<file path="src/bvg_pkg.sv">
// shared types and constants of the battery voltage gauge
package bvg_pkg;

  // quotient bits produced by the percent divider
  localparam int QUO_W = 16;
  // divisor width, covers 2*(full_mv-empty_mv)
  localparam int DIV_W = 17;
  // dividend width, numerator must stay below divisor * 2^QUO_W
  localparam int NUM_W = DIV_W + QUO_W;

  localparam int MV_W  = 16;
  localparam int PCT_W = 7;
  localparam int NF_W  = 10;
  localparam int IN_W  = 12;

  // percent numerator is (v - empty) * 200 + span
  localparam int PCT_MUL_W = 24;
  localparam logic [7:0] PCT_SCALE = 8'd200;

  // configuration register indexes
  localparam int CFG_ADDR_W = 2;
  localparam logic [CFG_ADDR_W-1:0] REG_FULL_SCALE = 2'd0;
  localparam logic [CFG_ADDR_W-1:0] REG_EMPTY      = 2'd1;
  localparam logic [CFG_ADDR_W-1:0] REG_FULL       = 2'd2;
  localparam logic [CFG_ADDR_W-1:0] REG_NOISE      = 2'd3;

  localparam logic [MV_W-1:0] RST_FULL_SCALE = 16'd6600;
  localparam logic [MV_W-1:0] RST_EMPTY      = 16'd3300;
  localparam logic [MV_W-1:0] RST_FULL       = 16'd4200;
  localparam logic [NF_W-1:0] RST_NOISE      = 10'd20;

  typedef struct packed {
    logic cap_in;
    logic mul_scale;
    logic fold_step;
    logic div_start;
    logic store_mv;
    logic mul_pct;
    logic load_out;
  } bvg_cmd_t;

  typedef struct packed {
    logic fold_done;
    logic div_done;
    logic inverted;
    logic out_free;
  } bvg_stat_t;

endpackage

</file>
<file path="src/bvg_div.sv">
// restoring divider, one quotient bit per cycle
module bvg_div (
  input  logic                       clk,
  input  logic                       rst,
  input  logic                       start,
  input  logic [bvg_pkg::NUM_W-1:0]  num,
  input  logic [bvg_pkg::DIV_W-1:0]  den,
  output logic                       done,
  output logic [bvg_pkg::QUO_W-1:0]  quo
);

  localparam int CNT_W = $clog2(bvg_pkg::QUO_W);

  logic                      busy;
  logic [CNT_W-1:0]          cnt;
  logic [bvg_pkg::DIV_W-1:0] rem;
  logic [bvg_pkg::DIV_W-1:0] den_q;
  logic [bvg_pkg::DIV_W:0]   shifted;
  logic                      ge;
  logic [bvg_pkg::DIV_W:0]   diff;

  assign shifted = {rem, quo[bvg_pkg::QUO_W-1]};
  assign ge      = shifted >= {1'b0, den_q};
  assign diff    = shifted - {1'b0, den_q};

  always_ff @(posedge clk) begin
    if (rst) begin
      busy <= 1'b0;
      done <= 1'b0;
      cnt  <= '0;
    end else begin
      done <= 1'b0;
      if (start) begin
        busy <= 1'b1;
        cnt  <= '0;
      end else if (busy) begin
        cnt <= cnt + 1'b1;
        if (cnt == CNT_W'(bvg_pkg::QUO_W - 1)) begin
          busy <= 1'b0;
          done <= 1'b1;
        end
      end
    end
  end

  // high dividend bits are already below the divisor
  always_ff @(posedge clk) begin
    if (start) begin
      rem   <= num[bvg_pkg::NUM_W-1:bvg_pkg::QUO_W];
      quo   <= num[bvg_pkg::QUO_W-1:0];
      den_q <= den;
    end else if (busy) begin
      rem <= ge ? diff[bvg_pkg::DIV_W-1:0] : shifted[bvg_pkg::DIV_W-1:0];
      quo <= {quo[bvg_pkg::QUO_W-2:0], ge};
    end
  end

endmodule

</file>
<file path="src/bvg_datapath.sv">
// gauge datapath: config registers, scaling, trend ring, percent and result register
module bvg_datapath #(
  parameter int TREND_DEPTH = 4,
  parameter int ADC_BITS    = 12
) (
  input  logic                            clk,
  input  logic                            rst,
  input  bvg_pkg::bvg_cmd_t               cmd,
  output bvg_pkg::bvg_stat_t              stat,
  input  logic                            cfg_valid,
  input  logic [bvg_pkg::CFG_ADDR_W-1:0]  cfg_addr,
  input  logic [15:0]                     cfg_data,
  input  logic [bvg_pkg::IN_W-1:0]        sample_in,
  output logic                            m_tvalid,
  input  logic                            m_tready,
  output logic [23:0]                     m_tdata
);

  localparam int SLOT_W = $clog2(TREND_DEPTH);
  localparam int FILL_W = $clog2(TREND_DEPTH + 1);
  localparam logic [15:0] TOP = 16'((1 << ADC_BITS) - 1);

  logic [bvg_pkg::MV_W-1:0] full_scale_mv;
  logic [bvg_pkg::MV_W-1:0] empty_mv;
  logic [bvg_pkg::MV_W-1:0] full_mv;
  logic [bvg_pkg::NF_W-1:0] noise_floor_mv;

  logic [15:0]                   sample;
  logic [31:0]                   scale_rem;
  logic [bvg_pkg::MV_W-1:0]      scale_quo;
  logic [bvg_pkg::MV_W-1:0]      scale_mv;
  logic [bvg_pkg::PCT_MUL_W-1:0] pct_prod;
  logic [bvg_pkg::MV_W-1:0]      span;
  logic [bvg_pkg::MV_W-1:0]      mv;
  logic                          charging;

  logic [bvg_pkg::MV_W-1:0] ring [TREND_DEPTH];
  logic [SLOT_W-1:0]        write_slot;
  logic [FILL_W-1:0]        fill_count;

  logic [bvg_pkg::NUM_W-1:0] div_num;
  logic [bvg_pkg::DIV_W-1:0] div_den;
  logic                      div_done;
  logic [bvg_pkg::QUO_W-1:0] quo;

  logic [SLOT_W-1:0]        slot_next;
  logic [FILL_W-1:0]        fill_next;
  logic [SLOT_W-1:0]        oldest_idx;
  logic [bvg_pkg::MV_W:0]   newest_sum;
  logic [bvg_pkg::MV_W-1:0] clamped;
  logic [bvg_pkg::MV_W-1:0] above;

  // config writes
  always_ff @(posedge clk) begin
    if (rst) begin
      full_scale_mv  <= bvg_pkg::RST_FULL_SCALE;
      empty_mv       <= bvg_pkg::RST_EMPTY;
      full_mv        <= bvg_pkg::RST_FULL;
      noise_floor_mv <= bvg_pkg::RST_NOISE;
    end else if (cfg_valid) begin
      case (cfg_addr)
        bvg_pkg::REG_FULL_SCALE: full_scale_mv  <= cfg_data;
        bvg_pkg::REG_EMPTY:      empty_mv       <= cfg_data;
        bvg_pkg::REG_FULL:       full_mv        <= cfg_data;
        bvg_pkg::REG_NOISE:      noise_floor_mv <= cfg_data[bvg_pkg::NF_W-1:0];
        default: ;
      endcase
    end
  end

  assign stat.inverted  = full_mv <= empty_mv;
  assign stat.div_done  = div_done;
  assign stat.out_free  = !m_tvalid || m_tready;
  assign stat.fold_done = (scale_rem >> ADC_BITS) == '0;

  // percent operands: clamp to the empty..full window
  always_comb begin
    if (mv < empty_mv) begin
      clamped = empty_mv;
    end else if (mv > full_mv) begin
      clamped = full_mv;
    end else begin
      clamped = mv;
    end
    above = clamped - empty_mv;
  end

  // division by 2^ADC_BITS - 1: the high part is added to the quotient and folded
  // back onto the low part until the remainder fits in ADC_BITS bits
  always_ff @(posedge clk) begin
    if (cmd.cap_in) begin
      sample <= 16'(sample_in) & TOP;
    end
    if (cmd.mul_scale) begin
      scale_rem <= sample * full_scale_mv;
      scale_quo <= '0;
    end else if (cmd.fold_step) begin
      scale_quo <= scale_quo + bvg_pkg::MV_W'(scale_rem >> ADC_BITS);
      scale_rem <= (scale_rem >> ADC_BITS) + (scale_rem & {16'b0, TOP});
    end
    if (cmd.mul_pct) begin
      pct_prod <= bvg_pkg::PCT_MUL_W'(above) * bvg_pkg::PCT_MUL_W'(bvg_pkg::PCT_SCALE);
      span     <= full_mv - empty_mv;
    end
  end

  // remainder top bit rounds half up, a remainder of all ones counts as one more
  assign scale_mv = scale_quo + bvg_pkg::MV_W'(scale_rem[ADC_BITS-1]);

  assign div_num = bvg_pkg::NUM_W'(pct_prod) + bvg_pkg::NUM_W'(span);
  assign div_den = {span, 1'b0};

  bvg_div u_div (
    .clk   (clk),
    .rst   (rst),
    .start (cmd.div_start),
    .num   (div_num),
    .den   (div_den),
    .done  (div_done),
    .quo   (quo)
  );

  // ring bookkeeping; once two values are stored, the oldest slot is never the one being written
  always_comb begin
    slot_next  = (write_slot == SLOT_W'(TREND_DEPTH - 1)) ? '0 : write_slot + 1'b1;
    fill_next  = (fill_count < FILL_W'(TREND_DEPTH)) ? fill_count + 1'b1 : fill_count;
    oldest_idx = (fill_next < FILL_W'(TREND_DEPTH)) ? '0 : slot_next;
    newest_sum = {1'b0, scale_mv} + (bvg_pkg::MV_W + 1)'(noise_floor_mv);
  end

  always_ff @(posedge clk) begin
    if (rst) begin
      write_slot <= '0;
      fill_count <= '0;
    end else if (cmd.store_mv) begin
      write_slot <= slot_next;
      fill_count <= fill_next;
    end
  end

  always_ff @(posedge clk) begin
    if (cmd.store_mv) begin
      ring[write_slot] <= scale_mv;
      mv               <= scale_mv;
      charging         <= (fill_next >= FILL_W'(2)) &&
                          (newest_sum > {1'b0, ring[oldest_idx]});
    end
  end

  // result register
  always_ff @(posedge clk) begin
    if (rst) begin
      m_tvalid <= 1'b0;
    end else if (cmd.load_out) begin
      m_tvalid <= 1'b1;
    end else if (m_tready) begin
      m_tvalid <= 1'b0;
    end
  end

  always_ff @(posedge clk) begin
    if (cmd.load_out) begin
      m_tdata <= {charging,
                  stat.inverted ? {bvg_pkg::PCT_W{1'b0}} : quo[bvg_pkg::PCT_W-1:0],
                  mv};
    end
  end

endmodule

</file>
<file path="src/bvg_ctrl.sv">
// gauge sequencer: steps one sample through scaling, store and percent
module bvg_ctrl (
  input  logic                clk,
  input  logic                rst,
  input  logic                s_tvalid,
  output logic                s_tready,
  input  bvg_pkg::bvg_stat_t  stat,
  output bvg_pkg::bvg_cmd_t   cmd
);

  typedef enum logic [2:0] {
    IDLE,
    SCALE_MUL,
    SCALE_FOLD,
    PCT_MUL,
    PCT_DIV,
    PCT_WAIT,
    EMIT
  } state_t;

  state_t state;

  assign s_tready = state == IDLE;

  always_comb begin
    cmd           = '0;
    cmd.cap_in    = (state == IDLE) && s_tvalid;
    cmd.mul_scale = state == SCALE_MUL;
    cmd.fold_step = (state == SCALE_FOLD) && !stat.fold_done;
    cmd.div_start = state == PCT_DIV;
    cmd.store_mv  = (state == SCALE_FOLD) && stat.fold_done;
    cmd.mul_pct   = state == PCT_MUL;
    cmd.load_out  = (state == EMIT) && stat.out_free;
  end

  always_ff @(posedge clk) begin
    if (rst) begin
      state <= IDLE;
    end else begin
      case (state)
        IDLE: begin
          if (s_tvalid) begin
            state <= SCALE_MUL;
          end
        end
        SCALE_MUL: state <= SCALE_FOLD;
        SCALE_FOLD: begin
          if (stat.fold_done) begin
            state <= PCT_MUL;
          end
        end
        PCT_MUL: begin
          // inverted levels give zero percent, no division needed
          state <= stat.inverted ? EMIT : PCT_DIV;
        end
        PCT_DIV: state <= PCT_WAIT;
        PCT_WAIT: begin
          if (stat.div_done) begin
            state <= EMIT;
          end
        end
        EMIT: begin
          if (stat.out_free) begin
            state <= IDLE;
          end
        end
        default: state <= IDLE;
      endcase
    end
  end

endmodule

</file>
<file path="src/battery_voltage_gauge_trend.sv">
// battery voltage gauge top level: scaled millivolts, charge percent and charging trend
// flow: capture, millivolt multiply, up to three fold steps of the 12-bit millivolt scaling,
// then percent multiply and division, the division skipped when full_mv <= empty_mv
// throughput: one sample at a time, next request taken on the cycle after the result is loaded;
// the result register lets a new sample start while the previous result waits
// reset: synchronous, clears registers to their defaults, ring write slot and fill count to zero
module battery_voltage_gauge_trend #(
  parameter int TREND_DEPTH = 4,
  parameter int ADC_BITS    = 12
) (
  input  logic                            clk,
  input  logic                            rst,
  input  logic                            s_tvalid,
  output logic                            s_tready,
  input  logic [15:0]                     s_tdata,   // [11:0] adc_sample
  output logic                            m_tvalid,
  input  logic                            m_tready,
  output logic [23:0]                     m_tdata,   // [15:0] battery_mv, [22:16] charge_percent,
                                                     // [23] charging
  input  logic                            cfg_valid,
  output logic                            cfg_ready,
  input  logic [bvg_pkg::CFG_ADDR_W-1:0]  cfg_addr,
  input  logic [15:0]                     cfg_data
);

  bvg_pkg::bvg_cmd_t  cmd;
  bvg_pkg::bvg_stat_t stat;

  assign cfg_ready = 1'b1;

  bvg_ctrl u_ctrl (
    .clk      (clk),
    .rst      (rst),
    .s_tvalid (s_tvalid),
    .s_tready (s_tready),
    .stat     (stat),
    .cmd      (cmd)
  );

  bvg_datapath #(
    .TREND_DEPTH (TREND_DEPTH),
    .ADC_BITS    (ADC_BITS)
  ) u_datapath (
    .clk       (clk),
    .rst       (rst),
    .cmd       (cmd),
    .stat      (stat),
    .cfg_valid (cfg_valid),
    .cfg_addr  (cfg_addr),
    .cfg_data  (cfg_data),
    .sample_in (s_tdata[bvg_pkg::IN_W-1:0]),
    .m_tvalid  (m_tvalid),
    .m_tready  (m_tready),
    .m_tdata   (m_tdata)
  );

endmodule

</file>
<file path="config.mk">
export PLATFORM = sky130hd
export DESIGN_NAME = battery_voltage_gauge_trend
export DESIGN_NICKNAME = d
export VERILOG_FILES = /design/src/bvg_pkg.sv /design/src/bvg_div.sv /design/src/bvg_datapath.sv /design/src/bvg_ctrl.sv /design/src/battery_voltage_gauge_trend.sv
export SDC_FILE = /design/constraint.sdc
export NUM_CORES = 1
export LEC_CHECK = 0
export ABC_CLOCK_PERIOD_IN_PS = 7900
export BUFFER_PORTS_ARGS = -buffer_cell sky130_fd_sc_hd__buf_2
export CAP_MARGIN = 20
export CORE_AREA = 2 2 293 295
export CTS_BUF_LIST = sky130_fd_sc_hd__clkbuf_16
export CTS_CLUSTER_DIAMETER = 120
export DETAILED_ROUTE_END_ITERATION = 8
export DIE_AREA = 0 0 295 297
export PLACE_DENSITY = 0.43
export SYNTH_ARGS = -nofsm -noshare
export SYNTH_HDL_FRONTEND = slang
export SYNTH_SLANG_ARGS = --single-unit
</file>
<file path="constraint.sdc">
create_clock -name clk -period 7.9 [get_ports clk]
set_clock_uncertainty 0.05 [all_clocks]
set_input_delay 0.395 -clock clk [delete_from_list [all_inputs] [get_ports clk]]
set_output_delay 0.395 -clock clk [all_outputs]
set_load 0.005 [all_outputs]
</file>
# ---- After elaboration in Yosys (flattened, before gate mapping)
# Memory sizes are Yosys's and may differ from the RTL's.
# Cells that the tools add are included.
dict set report word_totals {
  ff_bits 260
  mem_bits_rw 64
  in_bits 39
  out_inout_bits 27
  elab_cells 108
  mem_count 1
}
dict set report op_classes {
  addsub 11
  mul 2
  magnitude_cmp 8
  n_eq_ne 15
  mux 26
  bitwise 1
  reduce_logical 21
}
# memory depth word_bits read_ports rd_ports_with_merged_regs write_ports line_no
set mem_list {}
lappend mem_list {u_datapath.ring 4 16 1 0 1 bvg_datapath.sv:37} ;# logic [bvg_pkg::MV_W-1:0] ring [TREND_DEPTH];
# cell n
set op_table {}
lappend op_table {{16-bit two-way mux} 4}
lappend op_table {{32-bit two-way mux} 2}
lappend op_table {{17-bit two-way mux} 3}
lappend op_table {{32-bit logical NOT} 1}
lappend op_table {{16-bit subtractor} 2}
lappend op_table {{12-bit by 16-bit multiplier with 28-bit output} 1}
lappend op_table {{24-bit by 16-bit adder with 25-bit output} 1}
lappend op_table {{20-bit by 12-bit adder with 21-bit output} 1}
lappend op_table {{16-bit by 5-bit multiplier with 21-bit output, second input constant} 1}
lappend op_table {{3-bit one-hot mux with 7 select lines} 1}
lappend op_table {{18-bit by 17-bit >= comparator with 1-bit output} 1}
lappend op_table {{16-bit by 10-bit adder with 17-bit output} 1}
lappend op_table {{17-bit by 16-bit greater-than comparator with 1-bit output} 1}
lappend op_table {{17-bit subtractor} 1}
lappend op_table {{16-bit by 1-bit adder with 16-bit output} 1}
lappend op_table {{16-bit adder} 1}
lappend op_table {{16-bit greater-than comparator} 1}
lappend op_table {{16-bit <= comparator} 1}
lappend op_table {{16-bit less-than comparator} 1}
lappend op_table {{3-bit two-way mux} 5}
lappend op_table {{3-bit == test, second input constant} 3}
lappend op_table {{1-bit two-way mux} 8}
lappend op_table {{2-bit AND reduction} 4}
lappend op_table {{2-bit == test, second input constant} 3}
lappend op_table {{other kinds (22)} 35}

# ---- Longest topological paths before layout
# Gate-level depths: netlist of run 1.
# An unclocked memory read counts as a cell.
dict set report logic_depth {
  depth_word 7
  depth_mapped 34
  mapped_depth_nobuf 33
}

# ---- By module
# From an unflattened synthesis of run 1, not the netlist that was laid out.
dict set report unflattened {
  hier_cells 2620
  area_unflattened_um2 25529.5
}
# module instances cells_each area_per_inst_um2 seq_area_each_um2
set modules_own_cells {}
lappend modules_own_cells {bvg_datapath 1 2291 21984.8 7066.8}
lappend modules_own_cells {bvg_div 1 297 3284.4 1621.6}
lappend modules_own_cells {bvg_ctrl 1 30 249.0 60.1}
lappend modules_own_cells {battery_voltage_gauge_trend 1 2 11.3 0.0}

# ---- Worst setup path before layout of run 1
# No wires, ideal clock.
dict set report synth_path {
  kind {flip-flop to flip-flop}
  start {register u_datapath.mv[4] in the netlist's numbering}
  end {register u_datapath.pct_prod[23] in the netlist's numbering, data pin}
  setup_time_ns 0.258
  arrival_time_ns 6.467
  required_ns 7.592
  setup_slack_ns 1.125
  stages_incl_launch_ff 32
  path_buffers 1
  period_less_slack_ns 6.775
  cell_sequence {edfxtp_1 -> ha_1 -> a21o_1 -> a2111oi_0 -> o21ai_1 -> a21oi_1 -> clkbuf_1 -> nor2_1 -> a21oi_1 -> ha_1 -> inv_1 -> fa_1 -> a21o_1 -> a21oi_1 -> o21ai_1 -> a21oi_1 -> o21ai_1 -> nor2_1 -> xnor2_1 -> ha_1 -> ha_1 -> inv_1 -> fa_1 -> inv_1 -> ha_1 -> nand3_1 -> nand2_1 -> a41o_1 -> o41ai_2 -> o2111ai_1 -> a21oi_1 -> xnor2_1}
}
dict set report synth_via {
  elab_chain_cells 5
  elab_cells_between_ends 6
  classes_between {add/sub (1); mul (1); order compare (2); mux (2)}
}
# element line_no
set synth_rtl {}
lappend synth_rtl {{from (decl)} bvg_datapath.sv:34} ;# logic [bvg_pkg::MV_W-1:0] mv;
lappend synth_rtl {{from (signal assigned)} bvg_datapath.sv:144} ;# mv <= scale_mv;
lappend synth_rtl {{16-bit greater-than comparator} bvg_datapath.sv:80} ;# end else if (mv > full_mv) begin
lappend synth_rtl {{16-bit two-way mux} bvg_datapath.sv:80}
lappend synth_rtl {{16-bit two-way mux (*)} bvg_datapath.sv:78} ;# if (mv < empty_mv) begin
lappend synth_rtl {{16-bit subtractor (*)} bvg_datapath.sv:85} ;# above = clamped - empty_mv;
lappend synth_rtl {{16-bit by 5-bit multiplier with 21-bit output (*)} bvg_datapath.sv:102} ;# pct_prod <= bvg_pkg::PCT_MUL_W'(above) * bvg_pkg::PCT_MUL_W'(bvg_pkg::PCT_SCALE);
lappend synth_rtl {{to (signal assigned)} bvg_datapath.sv:102}
lappend synth_rtl {{to (decl)} bvg_datapath.sv:32} ;# logic [bvg_pkg::PCT_MUL_W-1:0] pct_prod;
# Mark *: on every way between the ends. The rest lies on a longest branch, timed or not.
# A chain may end at the register's enable or synchronous reset.

# ---- Final worst setup path of run 1
dict set report layout_path {
  start {register u_datapath.mv[15] in the netlist's numbering}
  end {register u_datapath.pct_prod[23] in the netlist's numbering, data pin}
}
# The elaborated chain is that of the path after synthesis.

==> flow_summary.ini, run 1 <==
[run_status]
outcome = complete, no violations

[worst_setup_path]
critPathRequiredTime_ns = 8.17
max_stage_delay_ns = 0.52
start_kind = flip-flop
crit_type = reg -> reg
crit_fanout = 5
cpMostUsedCell = ha_1
reg2reg_slack_ns = 0.64
worstPathArrival_ns = 7.53
crit_path_end_kind = flip-flop
cp_slowest_cell = fa_1

[detailed_routing]
dr.first_iter.drc_count = 850
vias = 18460
wl_per_cell_um = 17.73
drc_errors = 0
dr.pass1.iters = 5
drt_wl_total_mm = 68.46
ant_nets = 0
viasPerCell = 4.782

[final_layout]
final.fill_count = 8693
nets = 3150
final_common_cell = nand2_1
area_growth_syn_to_layout_pct = 12.24
final_cell_mix = nand2_1 (393), inv_1 (304), ha_1 (270)
drive_gt1_share_pct = 6.264

[power_and_ir_drop]
pwr_density_cell_nw_per_um2 = 285.0
clkPwrFrac_pct = 23.7
internal-power_mw = 4.857
power.leakage_nw = 12.23
combinationalPowerShare_pct = 48.4
vdd_drop_max_mv = 0.1655
swShare_pct = 39.71
switchingPower_mw = 3.199
pwr-share-seq_pct = 27.8

[timing]
timing.final.crit_share_pct = 91.93
finalSetupViolations = 0
rsz0062_at_grt = no
hold_violations = 0
tightest_slew_ns = 0.9907
setup_ws_ns = 0.6378
max-slew-margin-rel_pct = 33.95
min_period_ns = 7.262
fin_setup_tns_ns = 0
fmax_mhz = 137.7
slew_violations = 0

[hold_path]
hp-class = in -> reg

[cts]
cts_tree = built
htreeDepth = 2
clock_path_buffers = 3
cts.sinks = 320
clock_latency_ns = 0.58
clkTransAtPathRegs_ns = 0.06
numCtsBuffers = 41
cts-root-buf = clkbuf_16

[place]
place_congestion = 0.8512
dp_slack_ns = 0.5432
io_buffers = 60
dpl.hpwl_mm = 52.95

[die]
ioPinCount = 66
die_height_um = 297
die_w_um = 295
die_area_um2 = 87620
start_util_pct = 29.81
rows = 107
core-area_um2 = 84480

[yosys]
synth-edff-count = 231
ys_types = 74
ys_ff_latch = 320
yosys_warnings = 0
syn_inst = 2632
syn-num-nets = 3099
synth-main-ff-cell = edfxtp_1
synthArstFlopShare_pct = 0
syn-cell-area_um2 = 25180
avgSynthCellArea_um2 = 9.568
yosysSeqAreaShare_pct = 34.62

[global_routing]
grt_pass1_vias = 18970
antenna_found_initial = 12
grt_util_all_layers_pct = 15.91
grt_pass1_wl_mm = 108.7
grt_max_degree = 74
grt_overflow = 0

[run]
max-cap-violations = 0
[power by group through the flow]
stage | Sequential (mW) | Clock (mW) | Combinational [mW]
floorplan | 2.18 | 0 | 3.00
global placement | 2.28 | 0 | 3.88
detailed placement | 2.28 | 0 | 3.92
CTS | 2.25 | 1.98 | 3.96
global route | 2.26 | 2.05 | 4.47
finish | 2.24 | 1.91 | 3.90
[path summary, 6_finish.rpt]
kind,startpoint,to,cells after the start
worst max-delay path,u_datapath.mv[15],u_datapath.pct_prod[23],32
worst min-delay path,cfg_data[0],u_datapath.empty_mv[0],3
worst max register to register,u_datapath.mv[15],u_datapath.pct_prod[23],32
worst min register to register,u_datapath.charging,u_datapath.m_tdata[23],0
[synth_stat cells, types with 4 or more instances]
| master | number | area share, % |
|---|---|---|
| nand2b_1 | 22 | 0.55 |
| o211ai_1 | 13 | 0.39 |
| nand2_1 | 393 | 5.9 |
| inv_1 | 295 | 4.4 |
| a21oi_1 | 147 | 2.9 |
| edfxtp_1 | 231 | 28 |
| or2_2 | 7 | 0.17 |
| nand4_1 | 14 | 0.35 |
| o221ai_1 | 16 | 0.56 |
| nor4_1 | 9 | 0.22 |
| o31a_1 | 5 | 0.17 |
| buf_1 | 4 | 0.060 |
| o21ai_1 | 55 | 1.1 |
| o21bai_1 | 16 | 0.48 |
| fa_1 | 158 | 13 |
| or3_1 | 9 | 0.22 |
| mux2i_1 | 31 | 1.2 |
| and2_1 | 86 | 2.1 |
| nor3_1 | 45 | 0.89 |
| o2111ai_1 | 4 | 0.14 |
| dfxtp_1 | 89 | 7.1 |
| o41ai_1 | 7 | 0.24 |
| a21o_1 | 31 | 0.92 |
| a211oi_1 | 17 | 0.51 |
| nor3b_1 | 4 | 0.12 |
| a31oi_1 | 9 | 0.22 |
| clkbuf_1 | 76 | 1.1 |
| ha_1 | 270 | 13 |
| o21ai_0 | 48 | 0.95 |
| nand3_1 | 59 | 1.2 |
| o41ai_2 | 4 | 0.26 |
| xor2_1 | 45 | 1.6 |
| o21a_1 | 28 | 0.83 |
| nor4b_1 | 4 | 0.14 |
| nor2b_1 | 28 | 0.70 |
| and3_1 | 19 | 0.47 |
| nand3b_1 | 21 | 0.63 |
| xnor2_1 | 91 | 3.2 |
| o31ai_1 | 12 | 0.36 |
| nor2_1 | 159 | 2.4 |
[cell type report]
class / instances / area, µm² / share of cell area (%)
clock inverter: 33 / 339.1 / 1.200
antenna: 2 / 5.005 / 0.01771
clock buffer: 41 / 1026 / 3.630
sequential: 320 / 8718 / 30.84
timing repair buffer: 94 / 598.1 / 2.116
tap: 1144 / 1431 / 5.064
multi-input combinational: 1930 / 15040 / 53.20
inverter: 296 / 1111 / 3.931
[flip-flops by register name (all words and copies together) (netlist names), 3 cells and up]
register	cells
u_datapath.ring	64
u_datapath.empty_mv	16
u_datapath.scale_quo	16
u_datapath.u_div.quo	16
u_datapath.sample	12
u_datapath.full_mv	16
u_datapath.m_tdata	24
u_datapath.full_scale_mv	16
u_datapath.span	16
u_datapath.scale_rem	28
u_datapath.u_div.cnt	4
u_datapath.noise_floor_mv	10
u_ctrl.state	3
u_datapath.u_div.den_q	16
u_datapath.u_div.rem	17
u_datapath.fill_count	3
u_datapath.mv	16
u_datapath.pct_prod	21
[cell families (layout without fill, tap and decap cells)]
kind of cell	after synthesis	after routing	share of synthesized area, %
AO/OA/AOI/OAI	444	444	11.23
XOR/XNOR	136	136	4.730
adder cells (fa/ha/maj)	428	428	25.98
buffers and inverters	382	464	5.798
flip-flops	320	320	34.62
multiplexers	34	34	1.366
other	1	3	0.01489
AND/OR/NAND/NOR	887	887	16.26
[metrics by stage]
| stage | std cells | util (%) | hold WS, ns | area [µm²] | total power [mW] |
|---|---|---|---|---|---|
| after floorplan | 2632 | - | 0.3503 | 25180 | 5.186 |
| after global placement | 3771 | 31.67 | 0.3577 | 26750 | 6.162 |
| after detailed placement | 3771 | 31.67 | 0.3557 | 26750 | 6.197 |
| after CTS | 3857 | 33.43 | 0.01442 | 28240 | 8.191 |
| after global routing | 3858 | 33.45 | 0.03449 | 28260 | 8.782 |
| final | 3860 | 33.46 | 0.04960 | 28270 | 8.057 |
[worst max-delay path: cells and delay by family (launching register included)]
kind / cells / cell delay [ns]
adders and majority gates: 7 / 2.36
buffers and inverters: 3 / 0.15
xor gates and xnor gates: 2 / 0.23
muxes: 1 / 0.22
DFF: 1 / 0.47
and+or+nand+nor: 7 / 0.96
AOI/OAI and AO/OA: 12 / 2.53
[layer usage]
metal  vias to the layer above  track usage [%]  share of wire [%]
met5                         -                0               0.12
met2                       297            27.12                 49
met3                       100            3.160                4.6
met4                        12            4.361                2.6
li1                       9072                -                  -
met1                      8979            20.37                 44
[timing repair]
| item | CTS | global route |
|---|---|---|
| hold endpoints to repair | 12 | 0 |
| setup endpoints to repair | 0 | 1 |
| hold buffers | 12 | 0 |
| gates resized for setup | 0 | 1 |
| setup buffers | 0 | 0 |
(Power assumes the default switching activity.)
==> inputs of run 2 (changes only) <==
--- a/config.mk
+++ b/config.mk
@@ -8,11 +8,11 @@
 export ABC_CLOCK_PERIOD_IN_PS = 7900
 export BUFFER_PORTS_ARGS = -buffer_cell sky130_fd_sc_hd__buf_2
 export CAP_MARGIN = 20
-export CORE_AREA = 2 2 293 295
+export CORE_AREA = 2 2 280 309
 export CTS_BUF_LIST = sky130_fd_sc_hd__clkbuf_16
 export CTS_CLUSTER_DIAMETER = 120
 export DETAILED_ROUTE_END_ITERATION = 8
-export DIE_AREA = 0 0 295 297
+export DIE_AREA = 0 0 282 311
 export PLACE_DENSITY = 0.43
 export SYNTH_ARGS = -nofsm -noshare
 export SYNTH_HDL_FRONTEND = slang
==> run 2 against run 1 <==
- cell count grew 0.13%
- final area grew 0.30%
- worst setup slack lost 0.025 ns
- sequential share of layout area shrank 0.092 points
- core utilization grew 0.091 points
- critical path depth shrank 2
- wire length is essentially flat
- flip-flop and latch count is the same
- fmax shrank 0.34%
- combinational power shrank 1%
- via count grew 0.24%
- largest cell class unchanged
- highest routed layer unchanged
==> flow_summary.ini, run 2 (synthesized netlist as in run 1, its figures left out) <==
[detailed_routing]
wl_per_cell_um = 17.70
drt-met1-wl_mm = 28.80
dr.pass1.iters = 5
highest_layer = met5
ant_nets = 0
routed-wl-met3_mm = 2.448
viasPerCell = 4.788
vias = 18510
dr.first_iter.drc_count = 888
drc_errors = 0
wl_met2_mm = 34.86
drt_wl_total_mm = 68.41

[worst_setup_path]
max_stage_delay_ns = 0.49
worstPathArrival_ns = 7.57
critPathRequiredTime_ns = 8.19
cp_top_family = compound AO/OA/AOI/OAI gates
cp_slowest_cell = fa_1
crit_type = reg -> reg
start_kind = flip-flop
crit_buf_inv = 3
crit_fanout = 17
crit_path_end_kind = flip-flop
cpMostUsedCell = ha_1

[timing]
fmax_mhz = 137.2
slew_violations = 0
tightest_slew_ns = 0.9479
hold_violations = 0
fin_setup_tns_ns = 0
max-slew-margin-rel_pct = 36.80
timing.final.crit_share_pct = 92.24
min_period_ns = 7.287
hold_ws_ns = 0.03655
rsz0062_at_grt = no
finalSetupViolations = 0

[global_routing]
grt_pass1_wl_mm = 109.2
grt_util_all_layers_pct = 15.97
grt_overflow = 0
antenna_found_initial = 8
grt_max_degree = 74
grt_pass1_vias = 19230

[run_status]
outcome = complete, no violations

[cts]
clkTransAtPathRegs_ns = 0.06
clock_latency_ns = 0.61
cts.sinks = 320
clock_path_buffers = 3
cts_tree = built
numCtsBuffers = 41
cts-root-buf = clkbuf_16
htreeDepth = 2

[power_and_ir_drop]
vdd_drop_max_mv = 0.1481
switchingPower_mw = 3.148
clkPwrFrac_pct = 23.8
combinationalPowerShare_pct = 48.1
pwr-share-seq_pct = 28.1
internal-power_mw = 4.850
swShare_pct = 39.36
pwr_density_cell_nw_per_um2 = 282.1
finalPower_mw = 7.997
power.leakage_nw = 12.26

[die]
die_height_um = 311
start_util_pct = 29.80
rows = 112
ioPinCount = 66
die_w_um = 282
die_area_um2 = 87700
core-area_um2 = 84500

[place]
io_buffers = 60
place_congestion = 0.8473
dpl.hpwl_mm = 53.58

[final_layout]
final_cell_mix = nand2_1 (393), inv_1 (305), ha_1 (270)
utilization_pct = 33.55
regMostFlops = u_datapath.ring
reg_top3 = u_datapath.ring (64), u_datapath.scale_rem (28), u_datapath.m_tdata (24)
area_growth_syn_to_layout_pct = 12.58
nets = 3157
final_common_cell = nand2_1
drive_gt1_share_pct = 6.317
largest_reg_flops = 64

[run]
max-cap-violations = 0

[hold_path]
hp-class = in -> reg
run 2: routing by layer:
metal | vias to the layer above | track usage (%)
met5 | - | 0
li1 | 9089 | -
met2 | 285 | 28.76
met4 | 12 | 5.041
met3 | 122 | 2.523
met1 | 8997 | 19.26
run 2: worst paths after layout:
kind	to	from	slack (ns)	depth (start not counted)
hold / removal	u_datapath.full_scale_mv[4]	cfg_data[4]	0.04	3
setup reg to reg	u_datapath.pct_prod[23]	u_datapath.mv[5]	0.61	30
setup / recovery	u_datapath.pct_prod[23]	u_datapath.mv[5]	0.61	30
hold reg to reg	u_datapath.m_tdata[23]	u_datapath.charging	0.40	0
run 2: cell type report:
type	count	area, µm²
fillers	8633	56150
multi-input cells	1930	15040
flip-flops and latches	320	8718
well taps	1140	1426
inverters	296	1111
clock buffers	42	1051
repair buffers	101	660.6
clock inverters	34	341.6
diodes	2	5.005
run 2: timing repair:
item	4_1_cts	5_1_grt
setup buffers	0	0
endpoints found under the setup margin	0	1
hold buffers	16	0
endpoints found under the hold margin	19	0
resized for setup	0	1
run 2: power groups by stage:
stage / clock network, mW / logic [mW] / registers (mW)
floorplan: 0 / 3.00 / 2.18
global placement: 0 / 3.85 / 2.28
detailed placement: 0 / 3.86 / 2.28
CTS: 1.98 / 3.91 / 2.25
global route: 2.04 / 4.43 / 2.26
finish: 1.91 / 3.85 / 2.24
run 2: tightest hold or removal path: cells and delay by family:
family / cells / cell delay [ns]
buffers and inverters: 1 / 0.14
AOI/OAI and AO/OA: 1 / 0.05
and+or+nand+nor: 1 / 0.06
run 2: through the flow:
| stage | setup WS, ns | cells | instance area [µm²] |
|---|---|---|---|
| 6_report | 0.6128 | 3865 | 28350 |
| 5_1_grt | 0.03905 | 3863 | 28350 |
| 4_1_cts | 0.4476 | 3862 | 28320 |
| 3_5_place_dp | 0.5326 | 3770 | 26770 |
| 3_3_place_gp | 0.6622 | 3770 | 26770 |
| 2_1_floorplan | 1.125 | 2632 | 25180 |
